`config.mk`:
```
export PLATFORM = sky130hd
export DESIGN_NAME = sobl1_grad
export DESIGN_NICKNAME = d
export VERILOG_FILES = /design/src/sobl1_pkg.sv /design/src/sobl1_grad.sv
export SDC_FILE = /design/constraint.sdc
export NUM_CORES = 1
export LEC_CHECK = 0
export BUFFER_PORTS_ARGS = -buffer_cell sky130_fd_sc_hd__buf_2
export CORE_MARGIN = 5
export CORE_UTILIZATION = 53
export DETAILED_ROUTE_END_ITERATION = 6
export PLACE_DENSITY = 0.87
export SLEW_MARGIN = 10
export SYNTH_ARGS = -nofsm -noshare
export SYNTH_HDL_FRONTEND = slang
export SYNTH_SLANG_ARGS = --single-unit
```
`constraint.sdc`:
```
create_clock -name clk -period 5.1 [get_ports clk]
set_input_delay 1.53 -clock clk [delete_from_list [all_inputs] [get_ports clk]]
set_output_delay 1.53 -clock clk [all_outputs]
set_load 0.005 [all_outputs]
```
`src/sobl1_pkg.sv`:
```
// ----------------------------------------------------------------------------
// sobl1_pkg
// Shared types and constants of the streaming Sobel edge magnitude block.
// ----------------------------------------------------------------------------
package sobl1_pkg;

  localparam int PIX_W          = 8;
  localparam int CFG_W          = 12;
  localparam int CFG_IDX_W      = 2;
  localparam int DEF_MAX_WIDTH  = 2048;
  localparam int DEF_MAX_HEIGHT = 2048;

  // register indexes of the configuration port
  localparam logic [CFG_IDX_W-1:0] REG_IMAGE_WIDTH  = 2'd0;
  localparam logic [CFG_IDX_W-1:0] REG_IMAGE_HEIGHT = 2'd1;

  // input item codes
  localparam logic OP_PIXEL = 1'b0;
  localparam logic OP_FLUSH = 1'b1;

  // border-masked neighbourhood of one centre pixel, centre tap unused
  typedef struct packed {
    logic [PIX_W-1:0] tl;
    logic [PIX_W-1:0] tc;
    logic [PIX_W-1:0] tr;
    logic [PIX_W-1:0] ml;
    logic [PIX_W-1:0] mr;
    logic [PIX_W-1:0] bl;
    logic [PIX_W-1:0] bc;
    logic [PIX_W-1:0] br;
    logic             last;
  } taps_t;

endpackage

```
`src/sobl1_grad.sv`:
```
// ----------------------------------------------------------------------------
// sobl1_grad
// Tap register, Sobel gradient, L1 magnitude with clamp, output register.
// ----------------------------------------------------------------------------
module sobl1_grad (
  input  logic                    clk,
  input  logic                    rst,
  input  logic                    in_valid,
  input  sobl1_pkg::taps_t        in_taps,
  output logic                    in_ready,
  output logic                    out_valid,
  input  logic                    out_stall,
  output logic [sobl1_pkg::PIX_W-1:0] edge_magnitude,
  output logic                    frame_last
);

  sobl1_pkg::taps_t taps;
  logic             taps_valid;
  logic             out_load;
  logic [9:0]       pos_x, neg_x, pos_y, neg_y;
  logic [10:0]      gx, gy;
  logic [9:0]       abs_x, abs_y;
  logic [10:0]      mag;

  assign out_load = !out_valid || !out_stall;
  assign in_ready = !taps_valid || out_load;

  always_comb begin
    pos_x = 10'(taps.tr) + {1'b0, taps.mr, 1'b0} + 10'(taps.br);
    neg_x = 10'(taps.tl) + {1'b0, taps.ml, 1'b0} + 10'(taps.bl);
    pos_y = 10'(taps.bl) + {1'b0, taps.bc, 1'b0} + 10'(taps.br);
    neg_y = 10'(taps.tl) + {1'b0, taps.tc, 1'b0} + 10'(taps.tr);
    gx    = {1'b0, pos_x} - {1'b0, neg_x};
    gy    = {1'b0, pos_y} - {1'b0, neg_y};
    abs_x = gx[10] ? 10'(-gx) : gx[9:0];
    abs_y = gy[10] ? 10'(-gy) : gy[9:0];
    mag   = {1'b0, abs_x} + {1'b0, abs_y};
  end

  always_ff @(posedge clk) begin
    if (rst) begin
      taps_valid <= 1'b0;
      out_valid  <= 1'b0;
    end else begin
      if (in_ready) begin
        taps_valid <= in_valid;
      end
      if (out_load) begin
        out_valid <= taps_valid;
      end
    end
    if (in_ready && in_valid) begin
      taps <= in_taps;
    end
    if (out_load && taps_valid) begin
      edge_magnitude <= (mag > 11'd255) ? 8'd255 : mag[7:0];
      frame_last     <= taps.last;
    end
  end

endmodule

```
* Word level (Yosys, flattened, before mapping)
Index checks and enable logic that the tools add are counted.
** Cells by class
- Reductions and logical operators :: 7
- Add/sub/neg operators :: 13
- Order comparisons :: 1
- Mux-type cells :: 2
** Operator list (count)
- adder 10 x 8 -> 10 bit :: 4
- adder 8 x 9 -> 10 bit :: 4
- subtractor 10 x 10 -> 11 bit :: 2
- two-way mux 10 bit :: 2
- negator 10 bit :: 2
- adder 10 x 10 -> 11 bit :: 1
- > comparator 11 x 8 -> 1 bit (second input constant) :: 1
- zero test 1 bit :: 3
- logical AND 1 bit :: 2
- logical OR 1 bit :: 2
** Word-level totals
- Output and inout port bits :: 11
- Input port bits :: 69
- Logic and storage cells :: 36
- Register bits :: 76

* Longest topological paths before layout
- Depth after elaboration :: 7
- Mapped depth :: 22
- Depth with buffers taken out :: 21

* Least setup slack after synthesis
No wires, ideal clock.
- Path type :: reg-to-reg
- From :: register taps[43] in the netlist's numbering
- To :: register edge_magnitude[3] in the netlist's numbering (data pin)
- Clock period less this slack :: 5.628 ns
- Path slack :: -0.528 ns
- Required time :: 4.834 ns
- Cell stages (with the launch flop) :: 20
- Arrival :: 5.362 ns
- Path buffers :: 0
- Library setup time :: 0.266 ns
- Cells stage by stage :: edfxtp_1 -> inv_1 -> fa_1 -> fa_1 -> inv_1 -> fa_1 -> inv_1 -> ha_1 -> a211oi_2 -> o21ai_0 -> a31oi_1 -> o21a_1 -> mux2_2 -> fa_1 -> a21o_1 -> a311oi_1 -> a21oi_1 -> or3_1 -> a31oi_4 -> o21ai_1
** On the way
- Cells in the longest elaborated chain, start to end :: 7
- Elaborated cells between the ends (all ways) :: 11
- Those cells by class :: add/sub (8); order compare (1); mux (2)
** Ends and longest elaborated chain
- from (decl) :: line sobl1_grad.sv:17 : sobl1_pkg::taps_t taps;
- from (signal assigned) :: line sobl1_grad.sv:53 : taps <= in_taps;
- adder 8 x 9 -> 10 bit :: line sobl1_grad.sv:29 : pos_x = 10'(taps.tr) + {1'b0, taps.mr, 1'b0} + 10'(taps.br);
- adder 10 x 8 -> 10 bit :: line sobl1_grad.sv:29
- subtractor 10 x 10 -> 11 bit :: line sobl1_grad.sv:33 : gx = {1'b0, pos_x} - {1'b0, neg_x};
- negator 10 bit :: line sobl1_grad.sv:35 : abs_x = gx[10] ? 10'(-gx) : gx[9:0];
- two-way mux 10 bit :: line sobl1_grad.sv:35
- adder 10 x 10 -> 11 bit (*) :: line sobl1_grad.sv:37 : mag = {1'b0, abs_x} + {1'b0, abs_y};
- > comparator 11 x 8 -> 1 bit :: line sobl1_grad.sv:56 : edge_magnitude <= (mag > 11'd255) ? 8'd255 : mag[7:0];
- to (signal assigned) :: line sobl1_grad.sv:56
- to (decl) :: line sobl1_grad.sv:13 : output logic [sobl1_pkg::PIX_W-1:0] edge_magnitude,
Mark *: on every way between the ends. The rest lies on a longest branch, timed or not.
A chain may end at the register's enable or synchronous reset.

* Final worst setup path
- From :: register taps[44] in the netlist's numbering
- To :: register edge_magnitude[3] in the netlist's numbering (data pin)
Same word-level chain as after synthesis.

==> metrics <==
Critical Path Start taps[44]; H-tree levels 3; status complete, but fails checks; synthesis-to-finish area growth 32.0%; failing checks setup timing; Worst Setup End Kind flip-flop; multi-input logic area 3330 µm²; Post-Synthesis Cells 491; DRC 0; filler instances 665; core area between 10000 and 15000 µm²; DRT Pass-1 Iters 5; Worst Path Max Fanout 8; initial antenna violation count 0; Avg Cell Area, Syn 11.6 µm²; Root Driver clkbuf_8; Final ANT Viol Nets 0; post-route cell area 7490 µm²; DRT iter0 DRCs 153; CP Buf/Inv Count 5; FMAX 0.180 GHz; Setup-failing EPs final 8; Die Ht approximately 110 µm; PnR worst setup slack -0.444 ns; CTS Sinks 76; Post-DP Area 6810 µm²; Worst EP arrival approximately 5.7 ns; crit-path cells buf_4, fa_1, fa_1, inv_1, fa_1, inv_2, ha_4, o21ai_2, o211ai_1, a31oi_2, o21a_4, buf_4, o21ai_4, fa_2, a21o_1, a311oi_4, buf_4, a2111o_1, or3_4, a31oi_4, o21ai_1; Total GRT Usage approximately a fifth; RePlAce Congestion roughly 0.86; Skew-Pair Late Insertion Delay 0.37 ns; post-synthesis cell type count 49; hold slack final 0.431 ns; sequential area share after synthesis 39.9%; setup slack, reg-to-reg -0.44 ns; DP Wirelength 9.14 mm; largest net degree at the start of global routing 35; RSZ-0062 raised after global routing yes; MaxCap Viol Count 0; final critical-path share of the clock period 109%; row cnt 37; Setup Skew 0.0150 ns; WL/cell 14.9 µm; Clock Tree Buf Depth 2; r2r startpoint taps[44]; Post-Syn Nets 659; crit start category flip-flop; final hold viol count 0; FFs w/ async S/R, synth 0%; Via Count 3972; max-slew violations 0; min-delay worst type reg2reg; vias in the first global route 4277; YS warnings 0; post-synthesis cell area roughly 5700 µm²; CTS tree built; Critical R2R Capture edge_magnitude[3]; post-synthesis sequential element count 76; Initial Util 54.7%; Main synth FF type edfxtp_1; worst-margin pin slew ~0.8 ns; vias per cell 4.98; FF+latch area 2260 µm²; num ports 80; critical path depth in cells 21; setup_tns -3.40 ns; reg2reg path depth 21; Crit path largest cell delay 0.50 ns; Port Buffers 79; die width 113 µm; Worst path slowest cell fa_1; final core occ 72.2%; worst setup path end edge_magnitude[3]; family with the most delay on the worst path adder cells; drt total wl 11.9 mm; Diodes inserted 0; post-layout min period 5.54 ns; WP data required 5.21 ns; Clk pin slew, worst setup/hold paths 0.08 ns; final layout net count roughly 830; Setup CP Type reg2reg; grt total ovfl 0; die footprint between 10000 and 15000 µm²; Slew headroom 45.9%; Hold Path Depth 0; global-route wire length before repair 19.0 mm; Post-synth EDFFs 74; CTS buffer count 9; share of layout cells above drive strength 1 39.7%
## flip-flops by register name, summed over array words and instances, names as in the netlist
| name | cells |
|---|---|
| taps | 65 |
| edge_magnitude | 8 |
| frame_last | 1 |
| out_valid | 1 |
| taps_valid | 1 |
## kinds of logic after synthesis
logic type	Yosys count	share of synthesized area [%]
buffers and inverters	140	9.53
adder cells (fa/ha/maj)	99	30.2
AND/OR/NAND/NOR	77	6.95
flip-flops	76	39.9
AO/OA/AOI/OAI	65	8.18
XOR/XNOR	33	5.09
multiplexers	1	0.198
## per-stage QoR
stage	setup slack, ns	std cells
after floorplan	-0.161	491
after global placement	-0.449	766
after detailed placement	-0.586	766
after CTS	-0.413	786
after global routing	-0.631	798
final	-0.444	798
## synthesized netlist by cell type, types with 4 or more instances
cell	number	share of area, %
a21o_1	5	0.66
a21oi_1	13	1.1
edfxtp_1	74	39
fa_1	63	22
ha_1	36	7.9
inv_1	138	9.1
nand2_1	18	1.2
nand2b_1	4	0.44
nand3_1	5	0.44
nor2_1	22	1.5
nor3_1	7	0.62
o21ai_0	13	1.1
or3_1	4	0.44
xnor2_1	23	3.6
xor2_1	10	1.5
## how the worst min path moves through the flow
stage | startpoint | endpoint | slack (ns)
final | taps[0] | frame_last | 0.43
after global routing | taps[0] | frame_last | 0.44
after CTS | taps[0] | frame_last | 0.44
after detailed placement | taps[0] | frame_last | 0.42
after global placement | taps[0] | frame_last | 0.40
after floorplan | taps[0] | frame_last | 0.40
## repair_timing
item / CTS / global route
pin swaps: 19 / 35
buffers inserted: 4 / 13
hold buffers: 0 / 0
endpoints found under the setup margin: 8 / 8
gates resized for setup: 17 / 59
## cell type report
class                           instances  share of cell area [%]
Tap cell                              136                    2.27
Timing Repair Buffer                  157                    13.3
Sequential cell                        76                    30.2
Inverter                              138                    6.92
Clock inverter                          6                    1.17
Multi-Input combinational cell        275                    44.5
Clock buffer                           10                    1.70
## routing by layer
layer  track usage [%]  up-vias  part of all wire (%)
met5                 0        -                     0
met1              21.9     1933                    39
met4              6.25        0                   1.9
met3              4.14       25                   4.5
met2              33.5      100                    55
li1                  -     1914                     -
## cells in the final DEF, fill, tap and decap left out, types with 3 or more instances in the layout
cell type  Yosys  layout
buf_4          0      75
fa_1          63      59
a21o_1         5       5
nand2_1       18      14
inv_1        138     125
o21ai_1        1       5
or3_4          0       4
edfxtp_1      74      74
o21ai_2        1       8
nor3_1         7       6
ha_4           0      10
fa_2           0       4
ha_1          36      21
xnor2_2        0       7
nor2_1        22      19
nand2_2        0       4
a31oi_4        1       3
buf_2          0      79
o211ai_1       3       3
clkbuf_8       0       9
ha_2           0       5
buf_6          2       3
nand2b_1       4       4
nand3_1        5       4
xnor2_1       23      16
inv_2          0      13
xor2_1        10       9
a21oi_1       13      10
Power is left out: the tool's default activity adds up to more than one toggle a clock period on the data nets, which glitch-free logic cannot reach.
