### config.mk
export PLATFORM = sky130hd
export DESIGN_NAME = sobl1_div
export DESIGN_NICKNAME = d
export VERILOG_FILES = /design/src/sobl1_div.sv
export SDC_FILE = /design/constraint.sdc
export NUM_CORES = 1
export LEC_CHECK = 0
export ABC_CLOCK_PERIOD_IN_PS = 3600
export BUFFER_PORTS_ARGS = -buffer_cell sky130_fd_sc_hd__buf_2
export CAP_MARGIN = 0
export CORE_MARGIN = 8
export CORE_UTILIZATION = 49
export CTS_BUF_LIST = sky130_fd_sc_hd__clkbuf_8
export DETAILED_ROUTE_END_ITERATION = 6
export GPL_TIMING_DRIVEN = 0
export PLACE_DENSITY = 0.77
export SLEW_MARGIN = 20
export SYNTH_ARGS = -nofsm -noshare
export SYNTH_HDL_FRONTEND = slang
export SYNTH_SLANG_ARGS = --single-unit
### constraint.sdc
create_clock -name clk -period 3.6 [get_ports clk]
set_input_delay 0.36 -clock clk [delete_from_list [all_inputs] [get_ports clk]]
set_output_delay 0.36 -clock clk [all_outputs]
set_load 0.01 [all_outputs]
### src/sobl1_div.sv
// ----------------------------------------------------------------------------
// sobl1_div
// Restoring divider, one quotient bit per cycle. Splits the item counter
// into row and column after reset and after each register write.
// ----------------------------------------------------------------------------
module sobl1_div #(
  parameter int DVD_W = 23,
  parameter int DVS_W = 12
) (
  input  logic             clk,
  input  logic             rst,
  input  logic             start,
  input  logic [DVD_W-1:0] dividend,
  input  logic [DVS_W-1:0] divisor,
  output logic             busy,
  output logic             done,
  output logic [DVD_W-1:0] quotient,
  output logic [DVS_W-1:0] remainder
);

  localparam int SW = (DVD_W > 1) ? $clog2(DVD_W) : 1;

  logic [SW-1:0]    step;
  logic [SW-1:0]    bit_sel;
  logic [DVS_W:0]   rem_sh;
  logic [DVS_W:0]   rem_sub;
  logic             ge;

  // operands stay still while busy: no item and no write is taken then
  always_comb begin
    bit_sel = SW'(DVD_W - 1) - step;
    rem_sh  = {remainder, dividend[bit_sel]};
    ge      = rem_sh >= {1'b0, divisor};
    rem_sub = rem_sh - {1'b0, divisor};
  end

  always_ff @(posedge clk) begin
    done <= 1'b0;
    if (rst || start) begin
      busy      <= 1'b1;
      step      <= '0;
      remainder <= '0;
      quotient  <= '0;
    end else if (busy) begin
      remainder <= ge ? rem_sub[DVS_W-1:0] : rem_sh[DVS_W-1:0];
      quotient  <= DVD_W'({quotient, ge});
      if (step == SW'(DVD_W - 1)) begin
        busy <= 1'b0;
        done <= 1'b1;
      end else begin
        step <= step + 1'b1;
      end
    end
  end

endmodule

Yosys cells after proc, flatten, opt, wreduce, memory -nomap -nowiden:

Cells that the tools add are included.

* flip-flop bits (word level): 42
* word-level logic and storage cells: 22

* add/sub/neg operators: 3
* magnitude comparators: 2
* equal/unequal tests: 1
* multiplexer cells: 6
* bitwise operators: 2
* reductions and logical operators: 3

Operators by type and width (count)
* greater-or-equal comparator 13 x 12 -> 1 bit: 1
* 2-to-1 mux 12 bit: 1
* subtractor 12 bit: 1
* < comparator 5 x 6 -> 1 bit (second input constant): 1
* adder 5 x 1 -> 5 bit (second input constant): 1
* binary-select mux 1 bit (select 5 bit): 1
* equality test 5 bit (second input constant): 1
* subtractor 5 bit (first input constant): 1
* 2-to-1 mux 1 bit: 4
* inverter 1 bit: 2
* AND reduction 2 bit: 1
* OR reduction 2 bit: 1
* logical OR 1 bit: 1

Depth between registers and ports, before layout:

Gate-level depths: netlist of the first run.

* depth after elaboration: 5
* depth in mapped cells: 16

Worst setup path after synthesis of the first run:

Ideal clock, no wire load.

* path kind: flip-flop to flip-flop
* start: register step[0]
* end: register remainder[10]
* setup time: 0.074 ns
* data arrival time: 3.285 ns
* data required time: 3.526 ns
* setup slack: 0.241 ns
* cell stages (with the launch flop): 17
* period minus slack after synthesis: 3.359 ns
* cells stage by stage: dfxtp_1 buf_6 inv_1 ha_1 clkbuf_1 mux2i_1 o211ai_1 nor4bb_1 a21oi_2 ha_1 fa_1 nor2b_1 o31ai_1 a21o_1 a211o_1 a31o_1 a31oi_1

* cells in the longest elaborated chain, start to end: 5
* elaborated cells on any way between the ends: 6

RTL lines
* from (decl): line 23 `logic [SW-1:0] step;`
* from (signal assigned): line 51 `step <= step + 1'b1;`
* subtractor 5 bit (*): line 31 `bit_sel = SW'(DVD_W - 1) - step;`
* binary-select mux 1 bit (select 5 bit) (*): line 32 `rem_sh = {remainder, dividend[bit_sel]};`
* 2-to-1 mux 1 bit (not written as such) (*): line 32
* subtractor 12 bit or greater-or-equal comparator 13 x 12 -> 1 bit (tied branches): line 34, 33
* 2-to-1 mux 12 bit (*): line 45 `remainder <= ge ? rem_sub[DVS_W-1:0] : rem_sh[DVS_W-1:0];`
* to (signal assigned): line 45
* to (decl): line 18 `output logic [DVS_W-1:0] remainder`

Every way passes the cells marked *; elsewhere a longest branch is shown, timed or not. The select of a mux whose other input is x is not followed.
A chain may end at the register's enable or synchronous reset.

Worst setup path after layout of the first run:

Same ends and word-level chain as after synthesis.

==> metrics.csv, run 1 <==
metric,value,unit
status,completed,
rsz0062_at_grt,no,
grt_pass1_wl,9880,um
synthArstFlopShare,0,%
p_leak,1.580,nW
root_buffer,clkbuf_8,
dpl.cell_count,420,
fin_nets,410,
yosys_most_used_dff,dfxtp_1,
worstPathCellList,buf_6 > inv_1 > ha_4 > mux2i_1 > o211ai_1 > nor4bb_2 > a21oi_2 > ha_1 > fa_1 > nor2b_2 > o31ai_2 > a21o_1 > a211o_1 > a31o_1 > a31oi_1,
grt_max_degree,15,
diodes,0,
critical_path.max_fanout,9,
die_y,87.29,um
r2r_end,remainder[10]$_SDFFE_PP0P_,
rows,26,
fmax,291.2,MHz
worstMarginPinSlew,0.6109,ns
port_buffers,74,
wire_per_inst,14.26,um
vias,2311,
min_path_type,in2reg,
drive_above_1_share,27.17,%
yosysSeqAreaShare,33.77,%
grt_pass1_vias,2323,
core_region_area,5010,um^2
layout.cells.non_filler,427,
r2r-start,step[0]$_SDFFE_PP0P_,
worst-endpoint-arrival,3.66,ns
dpl_cell_area,2948,um^2
power-per-cell-area,311.0,nW/um^2
synth-seq-cells,42,
antenna_found_initial,0,
clock_latency,0.29,ns
peakVddDrop,0.3034,mV
routed_via_density,5.412,
timing.max_cap.violations,0,
cp-start-kind,flop,
period_share,95.41,%
drt_iter0_markers,141,
clkTransAtPathRegs,0.08,ns
dp_hpwl,4807,um
clock_skew,0.003390,ns
relSlewSlack,59.27,%
hold_end,remainder[0]$_SDFFE_PP0P_,
cts_buffers,5,
setup_viol,0,
htreeDepth,2,
critPathKind,reg2reg,
synth_edf_count,0,
drc,0,
die_x,87.29,um
yosys.cell_types.count,51,
routabilityCongestion,0.8311,
wirelength,6087,um
postCtsHoldBufs,0,
required,3.82,ns
synth_area,2490,um^2
critPathSlowestCell,fa_1,
critPathMaxStageDelay,0.42,ns
area_growth,23.87,%
synthesis.nets,330,
whs_path_depth,4,
postCtsSetupRepairBufs,0,
grt.total_usage,15.85,%
hp-start,rst,
finalCriticalPeriod,3.435,ns
cts_tree,done,
syn_area_per_cell,9.021,um^2
crit_path_end_kind,flop,
mostFrequentLayoutCells,"76 x buf_2, 42 x dfxtp_1, 38 x nor2_1",
fill_cells,490,
pin_count,75,
cts.sinks,42,
r2r_cells,15,
final_common_cell,buf_2,
die-area,7619,um^2
r2r_setup_slack,0.17,ns
start_util,49.70,%
yosysWarnings,0,
overflow,0,
cts.path.max_buffers,2,
drtPass1Iterations,4,
detail-route-antenna-nets,0,
postSynthCellCount,276,
finalMaxSlewViolations,0,
final_area,3084,um^2
finalHoldViolations,0,
-- synth_stat cells (all sizes together) (4+ instances only) --
| master | n | area share (%) |
|---|---|---|
| dfxtp | 42 | 34 |
| nor2 | 38 | 5.7 |
| mux2i | 27 | 11 |
| a21oi | 23 | 4.8 |
| inv | 18 | 2.7 |
| ha | 15 | 7.5 |
| o21ai | 15 | 3.0 |
| nand2 | 10 | 1.6 |
| clkbuf | 8 | 1.2 |
| buf | 7 | 1.8 |
| nand3 | 7 | 1.4 |
| xor2 | 7 | 2.5 |
| mux4 | 6 | 6.0 |
| a21o | 4 | 1.2 |
| a41oi | 4 | 1.7 |
| and3 | 4 | 1.0 |
| xnor2 | 4 | 1.4 |
-- stage by stage --
step                hold slack [ns]  total power (W)  util (%)  setup slack, ns  setup TNS, ns
global placement             0.4872        0.0005882     58.84         -0.09610        -0.1243
CTS                          0.5028        0.0009635     61.31         0.009883              0
detailed placement           0.5042        0.0005920     58.84          -0.1756        -0.3578
global route                 0.5316        0.0009997     61.56          0.03741              0
finish                       0.5094        0.0009593     61.56           0.1654              0
floorplan                    0.5163        0.0005554         -           0.2412              0
-- flip-flops by register name, indices dropped and copies added (netlist names) --
name / cells
busy: 1
done: 1
quotient: 23
remainder: 12
step: 5
-- routing by layer --
layer	vias up	global-route usage, %	share of wire, %
met3	12	5.472	7.2
li1	1155	-	-
met2	72	27.62	48
met1	1072	17.33	43
met5	-	0	0
met4	0	5.469	1.9
-- worst max-delay path: cells and delay by family, from the launching register on --
kind | cells | cell delay, ns
buffers and inverters | 2 | 0.25
muxes | 1 | 0.09
and+or+nand+nor | 2 | 0.52
adders and majority gates | 3 | 0.95
DFF | 1 | 0.39
AOI/OAI and AO/OA | 7 | 1.15
-- power by group --
part / internal [W] / switching (W)
combinational: 0.0000591 / 0.0000553
sequential: 0.000466 / 0.00000278
clock: 0.000206 / 0.000170
-- layout make-up --
| cell class | count | area (um^2) | area share (%) |
|---|---|---|---|
| buffer | 14 | 70.07 | 2.272 |
| clock buffer | 5 | 68.82 | 2.231 |
| clock inverter | 3 | 45.04 | 1.460 |
| inverter | 18 | 67.56 | 2.191 |
| multi-input combinational | 201 | 1534 | 49.74 |
| sequential | 42 | 840.8 | 27.26 |
| tap | 70 | 87.58 | 2.840 |
| timing repair buffer | 74 | 370.4 | 12.01 |
-- worst max path at each step --
stage,from,endpoint,slack [ns],depth (start not counted)
4_1_cts,step[0]$_SDFFE_PP0P_,remainder[10]$_SDFFE_PP0P_,0.01,15
3_5_place_dp,step[0]$_SDFFE_PP0P_,remainder[10]$_SDFFE_PP0P_,-0.18,16
5_1_grt,step[0]$_SDFFE_PP0P_,remainder[10]$_SDFFE_PP0P_,0.04,14
3_3_place_gp,step[0]$_SDFFE_PP0P_,remainder[10]$_SDFFE_PP0P_,-0.1,16
2_1_floorplan,step[0]$_SDFFE_PP0P_,remainder[10]$_SDFFE_PP0P_,0.24,16
6_report,step[0]$_SDFFE_PP0P_,remainder[10]$_SDFFE_PP0P_,0.17,15
-- cell families after synthesis --
| group | after synthesis | share of synthesized area [%] |
|---|---|---|
| compound gates | 68 | 17.89 |
| xor+xnor | 11 | 3.869 |
| fa+ha+maj | 16 | 8.342 |
| buf+inv | 33 | 5.678 |
| flops | 42 | 33.77 |
| mux | 33 | 16.88 |
| simple gates | 73 | 13.57 |
-- what timing repair did --
| action | 4_1_cts | 5_1_grt |
|---|---|---|
| gates cloned | 0 | 0 |
| setup endpoints to repair | 3 | 3 |
| resized for setup | 3 | 2 |
(Power assumes the default switching activity.)
==> run 2, diff against run 1 <==
--- a/config.mk
+++ b/config.mk
@@ -7,7 +7,8 @@
 export LEC_CHECK = 0
 export ABC_CLOCK_PERIOD_IN_PS = 3600
 export BUFFER_PORTS_ARGS = -buffer_cell sky130_fd_sc_hd__buf_2
-export CAP_MARGIN = 0
+export CAP_MARGIN = 25
+export CORE_ASPECT_RATIO = 1.5
 export CORE_MARGIN = 8
 export CORE_UTILIZATION = 49
 export CTS_BUF_LIST = sky130_fd_sc_hd__clkbuf_8
==> run 2 against run 1 <==
  * Die area increased by 0.62%
  * Clock power decreased by 17%
  * Total power decreased by 6.3%
  * Routed wire length increased by 1.4%
  * Via count decreased by 2.4%
  * Utilization decreased by 0.26 points
==> metrics.csv, run 2 (synthesized netlist as in run 1, its figures left out) <==
metric,value,unit
drive_above_1_share,27.73,%
clkTransAtPathRegs,0.08,ns
grt_pass1_wl,9784,um
crit_path_end_kind,flop,
core_region_area,5005,um^2
timing.max_cap.violations,0,
overflow,0,
antenna_found_initial,0,
die-area,7666,um^2
root_buffer,clkbuf_8,
clock_latency,0.29,ns
htreeDepth,2,
multi_input_area,1539,um^2
dpl.cell_count,418,
grt_max_degree,14,
peakVddDrop,0.3358,mV
critical_path.max_fanout,9,
grt.total_usage,16.04,%
port_buffers,74,
finalCriticalPeriod,3.416,ns
cts.sinks,42,
utilization,61.30,%
power-per-cell-area,292.9,nW/um^2
worstMarginPinSlew,0.5672,ns
wirelength,6174,um
cts_tree,done,
p_leak,1.576,nW
dpl_cell_area,2945,um^2
setup_viol,0,
grt_pass1_vias,2181,
finalHoldViolations,0,
dp_hpwl,4866,um
status,completed,
register_area,840.8,um^2
relSlewSlack,62.19,%
mostFrequentLayoutCells,"76 x buf_2, 42 x dfxtp_1, 38 x nor2_1",
period_share,94.90,%
area_growth,23.22,%
cts_buffers,5,
fmax,292.7,MHz
fin_nets,410,
rows,32,
worst-endpoint-arrival,3.63,ns
wire_per_inst,14.53,um
min_path_type,in2reg,
postCtsSetupRepairBufs,0,
pin_count,75,
diodes,0,
die_x,74.21,um
largest_reg_flops,23,
clock_skew,0.01038,ns
cp-start-kind,flop,
die_y,103.3,um
required,3.82,ns
cts.path.max_buffers,2,
reg_top3,"quotient: 23 flops, remainder: 12 flops, step: 5 flops",
routabilityCongestion,0.7802,
drc,0,
vias,2256,
final_common_cell,buf_2,
detail-route-antenna-nets,0,
routed_via_density,5.308,
finalMaxSlewViolations,0,
drtPass1Iterations,4,
final_area,3068,um^2
critPathKind,reg2reg,
layout.cells.non_filler,425,
start_util,49.75,%
max_flop_register,quotient,
drt_iter0_markers,116,
fill_cells,464,
-- run 2: cell types whose count changed in the layout (fill, tap and decap cells not counted) --
| cell | previous run | this run |
|---|---|---|
| bufinv_16 | 1 | 0 |
| clkbuf_8 | 5 | 6 |
| clkinv_2 | 0 | 1 |
| clkinvlp_4 | 2 | 1 |
| fa_1 | 1 | 0 |
| fa_2 | 0 | 1 |
| ha_1 | 14 | 13 |
| ha_2 | 0 | 1 |
-- run 2: report_power, final --
part           total [W]  internal [W]  switching [W]
Combinational   0.000116     0.0000598      0.0000565
Clock           0.000313      0.000154       0.000159
Sequential      0.000469      0.000466     0.00000273
-- run 2: layout make-up --
cell class,count,area share (%)
Clock buffer,6,2.692
Tap cell,68,2.773
Timing Repair Buffer,74,12.07
Multi-Input combinational cell,201,50.16
Buffer,14,2.284
Clock inverter,2,0.4078
Inverter,18,2.202
Sequential cell,42,27.41
-- run 2: final timing paths --
kind / from / end / slack, ns / cells after the start
setup / recovery: step[0]$_SDFFE_PP0P_ / remainder[10]$_SDFFE_PP0P_ / 0.18 / 14
setup reg to reg: step[0]$_SDFFE_PP0P_ / remainder[10]$_SDFFE_PP0P_ / 0.18 / 14
hold reg to reg: quotient[0]$_SDFFE_PP0P_ / quotient[0]$_SDFFE_PP0P_ / 0.52 / 2
hold / removal: rst / done$_SDFF_PP0_ / 0.51 / 4
-- run 2: timing repair --
item                       CTS  global route
pin swaps                    0             2
hold buffers                 0             0
setup endpoints to repair    5             4
resized for setup            3             4
-- run 2: layer usage --
layer / GRT usage (%) / share of wire, %
met2: 31.93 / 57
met1: 16.56 / 38
met4: 2.782 / 0.91
met3: 2.992 / 3.9
met5: 0 / 0
-- run 2: worst max-delay path, cell delays in order, from the launching register on --
cell	delay [ns]
dfxtp_1	0.38
buf_6	0.16
inv_1	0.10
ha_4	0.33
mux4_2	0.29
mux4_2	0.49
a21oi_2	0.17
ha_2	0.21
fa_2	0.23
nor2b_2	0.06
o31ai_2	0.22
a21o_1	0.21
nand4b_1	0.11
a31o_1	0.21
a31oi_1	0.17
-- run 2: metrics by stage --
stage	setup TNS [ns]	setup WS (ns)	hold slack (ns)	power (W)
6_report	0	0.1836	0.5092	0.0008987
4_1_cts	0	0.01024	0.4979	0.0009037
3_5_place_dp	-0.4257	-0.2108	0.4961	0.0005924
2_1_floorplan	0	0.2412	0.5163	0.0005554
3_3_place_gp	-0.2024	-0.1253	0.4705	0.0005896
5_1_grt	-0.005071	-0.005071	0.5407	0.0009412
==> run 3, diff against run 2 <==
--- a/config.mk
+++ b/config.mk
@@ -13,9 +13,8 @@
 export CORE_UTILIZATION = 49
 export CTS_BUF_LIST = sky130_fd_sc_hd__clkbuf_8
 export DETAILED_ROUTE_END_ITERATION = 6
-export GPL_TIMING_DRIVEN = 0
 export PLACE_DENSITY = 0.77
-export SLEW_MARGIN = 20
+export SLEW_MARGIN = 5
 export SYNTH_ARGS = -nofsm -noshare
 export SYNTH_HDL_FRONTEND = slang
 export SYNTH_SLANG_ARGS = --single-unit
==> run 3 against run 2 <==
  * Critical path depth is the same
  * Non-clock buffer count shrank 11
  * Utilization shrank 1.1 points
  * Cell area shrank 1.9%
  * Critical path type unchanged
==> metrics.csv, run 3 (synthesized netlist as in run 1, its figures left out) <==
metric,value,unit
root_buffer,clkbuf_8,
wirelength,6384,um
worst-endpoint-arrival,3.55,ns
routabilityCongestion,0.8612,
p_total,0.0008920,W
start_util,49.75,%
grt_pass1_vias,2395,
htreeDepth,2,
finalCriticalPeriod,3.331,ns
postCtsHoldBufs,0,
peakVddDrop,0.2206,mV
timing.max_cap.violations,0,
pin_count,75,
hp-start,rst,
drtPass1Iterations,5,
crit_path_end_kind,flop,
hold_end,busy$_SDFF_PP1_,
port_buffers,74,
critPathKind,reg2reg,
layout_setup_ws,0.2694,ns
drc,0,
reg_top3,"quotient: 23 flops, remainder: 12 flops, step: 5 flops",
largest_reg_flops,23,
cts_buffers,5,
vias,2295,
wire_per_inst,15.42,um
crit_buf_inv,1,
die_y,103.3,um
grt.total_usage,17.21,%
mostFrequentLayoutCells,"74 x buf_2, 41 x dfxtp_1, 38 x nor2_1",
clock_latency,0.30,ns
overflow,0,
whs_path_depth,3,
antenna_found_initial,0,
p_leak,1.561,nW
finalHoldViolations,0,
startpoint,step[0]$_SDFFE_PP0P_,
pre_cts_slack,0.2004,ns
detail-route-antenna-nets,0,
required,3.82,ns
drive_above_1_share,28.03,%
die_x,74.21,um
grt_pass1_wl,10520,um
critical_path.max_fanout,8,
rsz0062_at_grt,no,
relSlewSlack,61.73,%
critPathMaxStageDelay,0.43,ns
clock_skew,0.007076,ns
fmax,300.3,MHz
fin_nets,399,
core_region_area,5005,um^2
cp-start-kind,flop,
rows,32,
setup_tns,0,ns
max_flop_register,quotient,
layout.cells.non_filler,414,
r2r-start,step[0]$_SDFFE_PP0P_,
r2r_setup_slack,0.27,ns
area_growth,20.90,%
r2r_end,remainder[10]$_SDFFE_PP0P_,
worstPathCellList,inv_1 > ha_2 > mux2i_1 > o211ai_1 > nor4bb_4 > a21oi_2 > ha_1 > fa_1 > nor2b_2 > o31ai_2 > a21o_1 > a211o_1 > a31o_1 > a31oi_1,
dp_hpwl,4915,um
diodes,0,
drt_iter0_markers,114,
r2r_cells,14,
dpl.cell_count,405,
setup_viol,0,
cts_tree,done,
crit_family,compound AO/OA/AOI/OAI gates,
min_path_type,in2reg,
postCtsResizedCells,0,
period_share,92.52,%
critPathSlowestCell,fa_1,
grt_max_degree,32,
cts.sinks,42,
clkTransAtPathRegs,0.09,ns
die-area,7666,um^2
final_common_cell,buf_2,
routed_via_density,5.543,
status,completed,
finalMaxSlewViolations,0,
postCtsSetupRepairBufs,0,
power-per-cell-area,296.3,nW/um^2
cts.path.max_buffers,2,
worstMarginPinSlew,0.5741,ns
[run 3: cell types whose count changed in the layout (fill, tap and decap cells not counted), moves of 2 or more]
cell | previous run | this run
clkbuf_1 | 7 | 0
buf_1 | 3 | 0
buf_2 | 76 | 74
buf_4 | 0 | 3
buf_6 | 2 | 0
[run 3: how the worst max path moves through the flow]
| stage | to | slack [ns] | cells after the start |
|---|---|---|---|
| after floorplan | remainder[10]$_SDFFE_PP0P_ | 0.24 | 16 |
| after global placement | remainder[10]$_SDFFE_PP0P_ | 0.38 | 13 |
| after detailed placement | remainder[10]$_SDFFE_PP0P_ | 0.20 | 14 |
| after CTS | remainder[10]$_SDFFE_PP0P_ | 0.17 | 14 |
| after global routing | remainder[10]$_SDFFE_PP0P_ | 0.02 | 14 |
| final | remainder[10]$_SDFFE_PP0P_ | 0.27 | 14 |
[run 3: worst min-delay path, delay by kind of cell]
family	cells	cell delay [ns]
and+or+nand+nor	2	0.10
buffers and inverters	1	0.08
[run 3: metrics by stage]
stage,utilization [%],cell area [um^2],hold slack [ns]
floorplan,-,2490,0.5163
global placement,57.70,2888,0.4709
detailed placement,57.70,2888,0.4789
CTS,59.50,2978,0.4990
global route,60.15,3010,0.2882
finish,60.15,3010,0.2748
[run 3: where the power goes]
| part | internal [W] | switching, W |
|---|---|---|
| combinational | 0.0000591 | 0.0000581 |
| clock | 0.000136 | 0.000170 |
| sequential | 0.000466 | 0.00000244 |
| total | 0.000662 | 0.000230 |
[run 3: per-layer routing]
metal / part of all wire, % / GRT usage [%]
met5: 0 / 0
met3: 4.9 / 2.510
met1: 36 / 16.47
met2: 56 / 33.70
met4: 2.8 / 8.810
[run 3: area by class of cell]
class | instances | area, um^2
multi-input combinational | 201 | 1533
timing repair buffer | 77 | 392.9
clock inverter | 3 | 21.27
clock buffer | 5 | 68.82
inverter | 18 | 67.56
sequential | 42 | 842.1
fill | 462 | 1994
tap | 68 | 85.08
